--- src/hdl/pctd_pkg.sv ---
// ----------------------------------------------------------------------------
// Prefix-code tree decoder package
// Sizes, transaction types, operation codes and controller states.
// ----------------------------------------------------------------------------
package pctd_pkg;

	localparam int INTERNAL_NODES = 128;
	localparam int SYMBOL_BITS    = 7;
	localparam int BITS_PER_BYTE  = 8;
	localparam int MAX_BITS       = (BITS_PER_BYTE < 8) ? BITS_PER_BYTE : 8;

	localparam int NODE_W   = (INTERNAL_NODES > 1) ? $clog2(INTERNAL_NODES) : 1;
	localparam int CHILD_W  = NODE_W + 1;
	localparam int CHILDREN = 2 * INTERNAL_NODES;
	localparam int VAL_W    = (NODE_W > SYMBOL_BITS) ? NODE_W : SYMBOL_BITS;
	localparam int USED_W   = $clog2(INTERNAL_NODES + 1);
	localparam int DEPTH_W  = 7;
	localparam int SUM_W    = ((USED_W > DEPTH_W) ? USED_W : DEPTH_W) + 1;
	localparam int CNT_W    = 4;
	localparam int RES_SYM_W = 7;

	typedef logic [NODE_W-1:0]    node_t;
	typedef logic [CHILD_W-1:0]   child_idx_t;
	typedef logic [VAL_W-1:0]     val_t;
	typedef logic [USED_W-1:0]    used_t;
	typedef logic [DEPTH_W-1:0]   depth_t;
	typedef logic [SUM_W-1:0]     sum_t;
	typedef logic [CNT_W-1:0]     cnt_t;
	typedef logic [RES_SYM_W-1:0] sym_res_t;

	typedef enum logic [1:0] {
		OP_CLEAR = 2'd0,
		OP_LOAD  = 2'd1,
		OP_DATA  = 2'd2
	} op_t;

	typedef struct packed {
		logic [1:0] op;
		logic [6:0] symbol;
		logic [6:0] code_length;
		logic [7:0] data_byte;
		logic [3:0] bit_count;
	} item_t;

	typedef struct packed {
		logic [6:0] symbol_res;
		logic       last;
		logic       bad_code;
	} result_t;

	// One child link; the present flag lives in flip-flops in the node store.
	typedef struct packed {
		logic leaf;
		val_t val;
	} link_t;

	typedef struct packed {
		logic       clear;
		child_idx_t ch_rd_addr;
		logic       ch_wr;
		child_idx_t ch_wr_addr;
		link_t      ch_wr_data;
		node_t      par_rd_addr;
		logic       par_wr;
		node_t      par_wr_addr;
		node_t      par_wr_data;
		node_t      probe_node;
	} store_cmd_t;

	typedef struct packed {
		logic       ch_rd_present;
		link_t      ch_rd_data;
		node_t      par_rd_data;
		logic [1:0] probe_present;
	} store_rsp_t;

	typedef enum logic [3:0] {
		ST_IDLE,
		ST_CLIMB,
		ST_CLIMB_WAIT,
		ST_ALLOC,
		ST_DESCEND,
		ST_ATTACH,
		ST_DEC_ISSUE,
		ST_DEC_STEP,
		ST_FLUSH
	} state_t;

endpackage

--- src/hdl/prefix_code_tree_decoder.sv ---
// ----------------------------------------------------------------------------
// Prefix-code tree decoder
// Builds a binary code tree from (symbol, code length) entries and decodes
// packed bit streams against it, least-significant bit first.
// ----------------------------------------------------------------------------
// Usage:
// A transaction is accepted on a rising edge where start is high and busy is
// low; item carries op, symbol, code_length, data_byte and bit_count.
// A clear transaction returns the tree to its reset state.
// A load transaction climbs past full nodes, creates the internal nodes
// still needed and attaches the leaf; the node store has one parent-memory
// read port, so each climb step issues the parent read and then waits for it.
// A data transaction walks one bit per cycle through the child-link memory
// (bit_count clamped to 8), then the final result leaves the output
// register. A zero bit_count is done with no result.
// Each leaf or missing child produces one result transaction, shown on result
// for exactly one cycle with result_valid high; the last one of a data byte
// has last set. The receiver cannot stall, so results are never held.
// busy stays high until the last result has been presented.
// After reset the tree is empty, every child absent, and the decode walk sits
// at the root; the walk position survives between data bytes and loads.
// ----------------------------------------------------------------------------
module prefix_code_tree_decoder (
	input  logic              clk,
	input  logic              arst_n,
	input  logic              start,
	input  pctd_pkg::item_t   item,
	output logic              busy,
	output logic              result_valid,
	output pctd_pkg::result_t result
);

	pctd_pkg::state_t     state_q, state_nx;
	pctd_pkg::store_cmd_t cmd;
	pctd_pkg::store_rsp_t rsp;

	// Tree builder and walk state.
	pctd_pkg::node_t  build_node_q;
	pctd_pkg::depth_t build_depth_q;
	pctd_pkg::used_t  nodes_used_q;
	pctd_pkg::node_t  walk_q;

	// Working registers for the transaction in progress.
	logic [6:0]       sym_q;
	logic [6:0]       len_q;
	logic [7:0]       byte_q;
	pctd_pkg::cnt_t   cnt_q;
	pctd_pkg::node_t  node_q;
	pctd_pkg::depth_t depth_q;
	pctd_pkg::depth_t need_q;

	// A decoded result is held back until the next one or the flush so the last one can be flagged.
	logic                 pend_valid_q;
	pctd_pkg::sym_res_t   pend_sym_q;
	logic                 pend_bad_q;

	logic                 result_valid_q;
	pctd_pkg::result_t    result_q;

	logic                 accept;
	pctd_pkg::cnt_t       bits_in;
	logic                 side;
	logic                 full;
	logic                 deeper;
	pctd_pkg::depth_t     need_w;
	pctd_pkg::sum_t       need_sum;
	logic                 fits;
	logic                 absent;
	logic                 hit_leaf;
	logic                 res_now;
	pctd_pkg::node_t      walk_nx;
	logic                 emit;
	pctd_pkg::result_t    emit_data;

	pctd_node_store u_store (
		.clk    (clk),
		.arst_n (arst_n),
		.cmd    (cmd),
		.rsp    (rsp)
	);

	assign accept  = start && !busy;
	assign bits_in = (item.bit_count > pctd_pkg::cnt_t'(pctd_pkg::MAX_BITS)) ?
		pctd_pkg::cnt_t'(pctd_pkg::MAX_BITS) : item.bit_count;

	// Next free child goes left first; a full node has both children present.
	assign side = rsp.probe_present[0];
	assign full = rsp.probe_present[0] && rsp.probe_present[1];

	// Internal nodes still needed to reach depth code_length - 1.
	assign deeper   = {1'b0, len_q} > ({1'b0, depth_q} + 8'd1);
	assign need_w   = deeper ? (len_q - 7'd1 - depth_q) : '0;
	assign need_sum = pctd_pkg::sum_t'(nodes_used_q) + pctd_pkg::sum_t'(need_w);
	assign fits     = need_sum <= pctd_pkg::sum_t'(pctd_pkg::INTERNAL_NODES);

	// Decode step on the child link read in the previous cycle.
	assign absent   = !rsp.ch_rd_present;
	assign hit_leaf = rsp.ch_rd_present && rsp.ch_rd_data.leaf;
	assign res_now  = absent || hit_leaf;
	assign walk_nx  = res_now ? '0 : rsp.ch_rd_data.val[pctd_pkg::NODE_W-1:0];

	// Next-state logic.
	always_comb begin
		state_nx = state_q;
		case (state_q)
			pctd_pkg::ST_IDLE: begin
				if (accept) begin
					if (item.op == pctd_pkg::OP_LOAD) begin
						state_nx = pctd_pkg::ST_CLIMB;
					end else if (item.op == pctd_pkg::OP_DATA && bits_in != '0) begin
						state_nx = pctd_pkg::ST_DEC_ISSUE;
					end
				end
			end
			pctd_pkg::ST_CLIMB: begin
				if (!full) begin
					state_nx = pctd_pkg::ST_ALLOC;
				end else if (node_q == '0) begin
					state_nx = pctd_pkg::ST_IDLE;
				end else begin
					state_nx = pctd_pkg::ST_CLIMB_WAIT;
				end
			end
			pctd_pkg::ST_CLIMB_WAIT: begin
				state_nx = pctd_pkg::ST_CLIMB;
			end
			pctd_pkg::ST_ALLOC: begin
				if (!fits) begin
					state_nx = pctd_pkg::ST_IDLE;
				end else if (need_w != '0) begin
					state_nx = pctd_pkg::ST_DESCEND;
				end else begin
					state_nx = pctd_pkg::ST_ATTACH;
				end
			end
			pctd_pkg::ST_DESCEND: begin
				if (need_q == pctd_pkg::depth_t'(1)) begin
					state_nx = pctd_pkg::ST_ATTACH;
				end
			end
			pctd_pkg::ST_ATTACH: begin
				state_nx = pctd_pkg::ST_IDLE;
			end
			pctd_pkg::ST_DEC_ISSUE: begin
				state_nx = pctd_pkg::ST_DEC_STEP;
			end
			pctd_pkg::ST_DEC_STEP: begin
				if (cnt_q == pctd_pkg::cnt_t'(1)) begin
					state_nx = pctd_pkg::ST_FLUSH;
				end
			end
			pctd_pkg::ST_FLUSH: begin
				state_nx = pctd_pkg::ST_IDLE;
			end
			default: begin
				state_nx = pctd_pkg::ST_IDLE;
			end
		endcase
	end

	// Output logic: node store commands and result emission.
	always_comb begin
		cmd             = '0;
		cmd.probe_node  = node_q;
		cmd.par_rd_addr = node_q;
		cmd.ch_rd_addr  = {walk_q, byte_q[0]};
		emit            = 1'b0;
		emit_data       = '0;
		case (state_q)
			pctd_pkg::ST_IDLE: begin
				cmd.clear = accept && (item.op == pctd_pkg::OP_CLEAR);
			end
			pctd_pkg::ST_DESCEND: begin
				cmd.ch_wr           = 1'b1;
				cmd.ch_wr_addr      = {node_q, side};
				cmd.ch_wr_data.leaf = 1'b0;
				cmd.ch_wr_data.val  = pctd_pkg::val_t'(nodes_used_q);
				cmd.par_wr          = 1'b1;
				cmd.par_wr_addr     = nodes_used_q[pctd_pkg::NODE_W-1:0];
				cmd.par_wr_data     = node_q;
			end
			pctd_pkg::ST_ATTACH: begin
				cmd.ch_wr           = 1'b1;
				cmd.ch_wr_addr      = {node_q, side};
				cmd.ch_wr_data.leaf = 1'b1;
				cmd.ch_wr_data.val  = pctd_pkg::val_t'(sym_q[pctd_pkg::SYMBOL_BITS-1:0]);
			end
			pctd_pkg::ST_DEC_STEP: begin
				cmd.ch_rd_addr       = {walk_nx, byte_q[1]};
				emit                 = res_now && pend_valid_q;
				emit_data.symbol_res = pend_sym_q;
				emit_data.last       = 1'b0;
				emit_data.bad_code   = pend_bad_q;
			end
			pctd_pkg::ST_FLUSH: begin
				emit                 = pend_valid_q;
				emit_data.symbol_res = pend_sym_q;
				emit_data.last       = 1'b1;
				emit_data.bad_code   = pend_bad_q;
			end
			default: begin
			end
		endcase
	end

	always_ff @(posedge clk or negedge arst_n) begin
		if (!arst_n) begin
			state_q        <= pctd_pkg::ST_IDLE;
			build_node_q   <= '0;
			build_depth_q  <= '0;
			nodes_used_q   <= pctd_pkg::used_t'(1);
			walk_q         <= '0;
			pend_valid_q   <= 1'b0;
			result_valid_q <= 1'b0;
		end else begin
			state_q        <= state_nx;
			result_valid_q <= emit;
			case (state_q)
				pctd_pkg::ST_IDLE: begin
					pend_valid_q <= 1'b0;
					if (accept && item.op == pctd_pkg::OP_CLEAR) begin
						build_node_q  <= '0;
						build_depth_q <= '0;
						nodes_used_q  <= pctd_pkg::used_t'(1);
						walk_q        <= '0;
					end
				end
				pctd_pkg::ST_DESCEND: begin
					nodes_used_q <= nodes_used_q + pctd_pkg::used_t'(1);
				end
				pctd_pkg::ST_ATTACH: begin
					build_node_q  <= node_q;
					build_depth_q <= depth_q;
				end
				pctd_pkg::ST_DEC_STEP: begin
					walk_q <= walk_nx;
					if (res_now) begin
						pend_valid_q <= 1'b1;
					end
				end
				pctd_pkg::ST_FLUSH: begin
					pend_valid_q <= 1'b0;
				end
				default: begin
				end
			endcase
		end
	end

	// Working payload registers need no reset.
	always_ff @(posedge clk) begin
		result_q <= emit_data;
		case (state_q)
			pctd_pkg::ST_IDLE: begin
				sym_q   <= item.symbol;
				len_q   <= item.code_length;
				byte_q  <= item.data_byte;
				cnt_q   <= bits_in;
				node_q  <= build_node_q;
				depth_q <= build_depth_q;
			end
			pctd_pkg::ST_CLIMB_WAIT: begin
				node_q  <= rsp.par_rd_data;
				depth_q <= depth_q - pctd_pkg::depth_t'(1);
			end
			pctd_pkg::ST_ALLOC: begin
				need_q <= need_w;
			end
			pctd_pkg::ST_DESCEND: begin
				node_q  <= nodes_used_q[pctd_pkg::NODE_W-1:0];
				depth_q <= depth_q + pctd_pkg::depth_t'(1);
				need_q  <= need_q - pctd_pkg::depth_t'(1);
			end
			pctd_pkg::ST_DEC_STEP: begin
				byte_q <= {1'b0, byte_q[7:1]};
				cnt_q  <= cnt_q - pctd_pkg::cnt_t'(1);
				if (res_now) begin
					pend_sym_q <= absent ? '0 : pctd_pkg::sym_res_t'(rsp.ch_rd_data.val);
					pend_bad_q <= absent;
				end
			end
			default: begin
			end
		endcase
	end

	assign busy         = (state_q != pctd_pkg::ST_IDLE) || result_valid_q;
	assign result_valid = result_valid_q;
	assign result       = result_q;

endmodule

--- src/hdl/pctd_node_store.sv ---
// ----------------------------------------------------------------------------
// Prefix-code tree node store
// Child-link memory, parent memory and per-child present flags.
// ----------------------------------------------------------------------------
module pctd_node_store (
	input  logic                  clk,
	input  logic                  arst_n,
	input  pctd_pkg::store_cmd_t  cmd,
	output pctd_pkg::store_rsp_t  rsp
);

	logic [pctd_pkg::CHILDREN-1:0] present_q;
	pctd_pkg::link_t               child_mem [pctd_pkg::CHILDREN];
	pctd_pkg::node_t               parent_mem [pctd_pkg::INTERNAL_NODES];
	pctd_pkg::link_t               ch_rd_data_q;
	logic                          ch_rd_present_q;
	pctd_pkg::node_t               par_rd_data_q;

	// Present flags clear all at once, so the memories never need a sweep.
	always_ff @(posedge clk or negedge arst_n) begin
		if (!arst_n) begin
			present_q <= '0;
		end else if (cmd.clear) begin
			present_q <= '0;
		end else if (cmd.ch_wr) begin
			present_q[cmd.ch_wr_addr] <= 1'b1;
		end
	end

	always_ff @(posedge clk) begin
		if (cmd.ch_wr) begin
			child_mem[cmd.ch_wr_addr] <= cmd.ch_wr_data;
		end
		ch_rd_data_q    <= child_mem[cmd.ch_rd_addr];
		ch_rd_present_q <= present_q[cmd.ch_rd_addr];
	end

	always_ff @(posedge clk) begin
		if (cmd.par_wr) begin
			parent_mem[cmd.par_wr_addr] <= cmd.par_wr_data;
		end
		par_rd_data_q <= parent_mem[cmd.par_rd_addr];
	end

	always_comb begin
		rsp.ch_rd_present    = ch_rd_present_q;
		rsp.ch_rd_data       = ch_rd_data_q;
		rsp.par_rd_data      = par_rd_data_q;
		rsp.probe_present[0] = present_q[{cmd.probe_node, 1'b0}];
		rsp.probe_present[1] = present_q[{cmd.probe_node, 1'b1}];
	end

endmodule

--- config.mk ---
export PLATFORM = sky130hd
export DESIGN_NAME = prefix_code_tree_decoder
export DESIGN_NICKNAME = d
export VERILOG_FILES = /design/src/hdl/pctd_pkg.sv /design/src/hdl/prefix_code_tree_decoder.sv /design/src/hdl/pctd_node_store.sv
export SDC_FILE = /design/constraint.sdc
export NUM_CORES = 2
export LEC_CHECK = 0
export BUFFER_PORTS_ARGS = -buffer_cell sky130_fd_sc_hd__buf_4
export CORE_MARGIN = 10
export CORE_UTILIZATION = 30
export CTS_CLUSTER_DIAMETER = 100
export DETAILED_ROUTE_END_ITERATION = 10
export GPL_ROUTABILITY_DRIVEN = 0
export SLEW_MARGIN = 40
export SYNTH_ARGS = -nofsm -noshare
export SYNTH_HDL_FRONTEND = slang
export SYNTH_SLANG_ARGS = --single-unit
--- constraint.sdc ---
create_clock -name clk -period 8.7 [get_ports clk]
set_clock_uncertainty 0.15 [all_clocks]
set_input_delay 1.74 -clock clk [delete_from_list [all_inputs] [get_ports clk]]
set_output_delay 1.74 -clock clk [all_outputs]
set_load 0.02 [all_outputs]
==> impl_metrics.csv <==
group,metric,value,unit
clocking,postCtsHoldBufs,0,
synth,synth-seq-cells,3315,
floorplan,ioPinCount,42,
clocking,cts_buffers,338,
detailed_routing,wl_per_cell,25.5,µm
floorplan,row_count,244,
min_path,hp-class,"reg2reg",
synth,avgSynthCellArea,16.9,µm²
timing,rsz0062_at_grt,"false",
synth,yosysTopAreaCell,"edfxtp_1",
power_and_ir_drop,swShare,34.8,%
detailed_routing,antenna_left,0,
final_layout,area_growth,15.8,%
clocking,numClockSinks,3315,
synth,synth-edff-count,2999,
timing,post-route-period-util,71.6,%
critical_path,cp-start-kind,"flip-flop",
timing,period_needed,6.23,ns
floorplan,die_area,472000,µm²
detailed_routing,drt-pass1-iter-count,5,
synth,synth_area_leaders,"edfxtp_1 67%, mux2i_1 6.8%, mux4_2 6.3%",
detailed_routing,dr.first_iter.drc_count,8686,
clocking,cts_setup_buffers,0,
timing,max_freq,160,MHz
critical_path,critPathTopFamily,"simple AND/OR/NAND/NOR gates",
detailed_routing,wl,364000,µm
final_layout,drive_above_1_share,17.7,%
final_layout,finish.utilization,34.9,%
critical_path,cp_data_arrival_time,6.87,ns
power_and_ir_drop,total_power,50.0,mW
timing,slew_viol_final,0,
critical_path,path_cells,"buf_4 -> and4b_2 -> buf_4 -> mux2_8 -> buf_12 -> buf_16 -> mux2i_1 -> o22ai_1 -> nor4_1 -> o22ai_1 -> nor4_2 -> buf_4 -> o211ai_1",
timing,final_hold_viol_count,0,
synth,synth_seq_area_share,73.3,%
detailed_routing,drc,0,
critical_path,critPathBufInv,5,
placed_design,post-place-ws,2.59,ns
timing,timing.slew.headroom,32.8,%
clocking,ctsResizeCount,0,
power_and_ir_drop,p_per_area,324,nW/µm²
global_route,grt_max_degree,174,
clocking,cts_max_level,5,
placed_design,port_buffers,41,
global_route,grt_util_all_layers,14.8,%
synth,synth_area,133000,µm²
power_and_ir_drop,combPwrFrac,32.4,%
synth,synth.top_cell.area_share,67.5,%
power_and_ir_drop,intPower,32.6,mW
power_and_ir_drop,leakage,49.9,nW
detailed_routing,vias_per_cell,5.23,
synth,ys.flop_type,"edfxtp_1",
clocking,cts_tree,"built",
critical_path,critical_path_class,"reg2reg",
clocking,clk_pin_slew,0.06,ns
floorplan,fp.dieH,687,µm
global_route,grt_pass1_wl,528000,µm
placed_design,post-dp-hpwl,220000,µm
flow_run,maxCapViolCount,0,
power_and_ir_drop,switchingPower,17.4,mW
final_layout,nets,8155,
synth,yosysUniqueCellTypes,88,
timing,totalNegativeSetupSlack,0,ns
timing,setup_ws,2.47,ns
floorplan,die_x,687,µm
timing,finalSetupViolations,0,
critical_path,crit_required,9.34,ns
final_layout,fillers,41100,
critical_path,critPathSlowestCell,"nor4_2",
floorplan,initial_core_util,30.2,%
global_route,grt_pass1_vias,74600,
clocking,clock_latency,0.93,ns
global_route,grt_remaining_overflow,0,
synth,synthesis.nets,7957,
outcome,status,"completed",
detailed_routing,dr_total_vias,74700,
clocking,max-clock-path-buffers,4,
critical_path,cpPeakStageDelay,0.80,ns
power_and_ir_drop,p_seq_share,38.5,%
critical_path,cp_max_fo,81,
synth,async_flop_share,8.78,%
power_and_ir_drop,pwr-share-clk,29.1,%
synth,yosysWarnings,0,
clocking,root_buffer,"clkbuf_16",
timing,worstMarginPinSlew,0.999,ns
power_and_ir_drop,vdd_drop_max,0.496,mV
global_route,antenna_found_initial,15,
critical_path,path_common_cell,"buf_4",
timing,whs,0.342,ns
critical_path,cp-end-kind,"flip-flop",
synth,syn_inst,7892,
floorplan,core_area,442000,µm²
==> worst paths after layout <==
kind | from | to | slack [ns] | cells after the start
min in group asynchronous | arst_n | u_store.present_q[98]$_DFFE_PN0P_ | 0.62 | 1
hold / removal | pend_sym_q[6]$_SDFFCE_PN0P_ | result[8]$_DFF_P_ | 0.34 | 1
hold reg to reg | pend_sym_q[6]$_SDFFCE_PN0P_ | result[8]$_DFF_P_ | 0.34 | 1
setup / recovery | state_q[0]$_DFFE_PN0P_ | u_store.rsp[9]$_DFF_P_ | 2.47 | 13
setup reg to reg | state_q[0]$_DFFE_PN0P_ | u_store.rsp[9]$_DFF_P_ | 2.47 | 13
max in group asynchronous | arst_n | build_depth_q[0]$_DFFE_PN0P_ | 6.41 | 3
==> placed cells by master (no fill, tap or decap), types with 21 or more instances in the layout <==
cell,count
clkbuf_16,348
nor2_2,24
nor2b_1,21
o22ai_1,443
clkinv_2,65
or4_1,75
dfxtp_1,25
edfxtp_1,2999
clkbuf_1,81
nor2_1,218
buf_12,28
a21oi_1,281
mux2i_1,900
bufinv_16,31
nor4_2,26
buf_4,317
nor4_4,33
nand2_1,619
dfrtp_1,290
nor4_1,113
nor3_4,43
clkinv_1,50
ha_1,31
o21ai_0,98
a22oi_1,25
nor3_1,128
mux4_2,373
nand3_1,50
inv_1,29
o21a_1,241
==> layout make-up <==
| class | count | area [µm²] | share of cell area [%] |
|---|---|---|---|
| flip-flops and latches | 3315 | 97800 | 63.3 |
| diodes | 5 | 12.5 | 0.00810 |
| repair buffers | 379 | 3580 | 2.32 |
| multi-input cells | 4023 | 34400 | 22.3 |
| inverters | 33 | 134 | 0.0867 |
| well taps | 5904 | 7390 | 4.78 |
| clock buffers | 446 | 9250 | 5.99 |
| clock inverters | 181 | 1870 | 1.21 |
==> per-layer routing <==
metal  wire (µm)  part of all wire (%)  vias to the layer above  global-route usage (%)
li1            -                     -                    31800                       -
met1      149000                    41                    38900                    19.9
met2      171000                    47                     3226                    23.7
met3       29700                   8.1                      700                    2.95
met4       14900                   4.1                       14                    5.83
met5          87                 0.024                        -                       0
==> sequential cells by signal, summed over array words and instances (netlist names), 8 cells and up <==
register,flops
u_store.child_mem,2048
u_store.present_q,256
nodes_used_q,8
u_store.parent_mem,896
result,9
u_store.rsp,8
byte_q,8
==> power groups by stage <==
stage          Sequential, mW  Clock (mW)  Combinational, mW
6_report                 19.3        14.6               16.2
3_5_place_dp             19.6           0               16.0
5_1_grt                  19.3        15.4               16.9
2_1_floorplan            19.7           0               9.81
4_1_cts                  19.3        14.8               16.0
3_3_place_gp             19.6           0               15.5
==> per-stage QoR <==
stage | instances | instance area (µm²)
global placement | 13600 | 142000
CTS | 14300 | 154000
detailed placement | 13600 | 143000
finish | 14300 | 154000
global route | 14300 | 154000
floorplan | 7892 | 133000
==> synth_stat cells (5+ instances only) <==
cell type  instances
nand2b_1          14
or4_1             76
nor3_4             9
o311ai_1           9
a31oi_1            5
nor4_4            11
xnor2_1           18
nand2_1          636
o31ai_1            5
nand3b_1           5
and2_1             7
or3_1              6
edfxtp_1        2999
dfxtp_1           25
mux2_2             6
nor2b_1           22
mux4_2           373
o21a_1           241
o21bai_1           6
o22ai_1          443
a21oi_1          283
buf_2            217
ha_1              31
nor3_1           179
nor2_1           252
a211oi_1           6
clkbuf_1         201
buf_1             58
o211ai_1          19
xor2_1            10
and3_1            10
buf_6             10
nor4_2            13
mux2i_1          904
nor4_1           148
a22oi_1           25
dfrtp_1          290
a21o_1            10
buf_4             32
o21ai_0          101
or2_2              9
inv_1             31
nand4_1            5
o221ai_1           9
nand3_1           55
==> cells by family (layout without fill, tap and decap cells) <==
group | Yosys count | after routing | share of synthesized area [%]
DFF | 3315 | 3315 | 73.3
xor gates and xnor gates | 28 | 28 | 0.184
other | 0 | 5 | 0
AOI/OAI and AO/OA | 1200 | 1200 | 5.69
adders and majority gates | 34 | 34 | 0.336
buffers and inverters | 554 | 1039 | 1.94
and+or+nand+nor | 1477 | 1477 | 5.41
muxes | 1284 | 1284 | 13.1
Note: power is estimated with default switching activity, not from simulation.
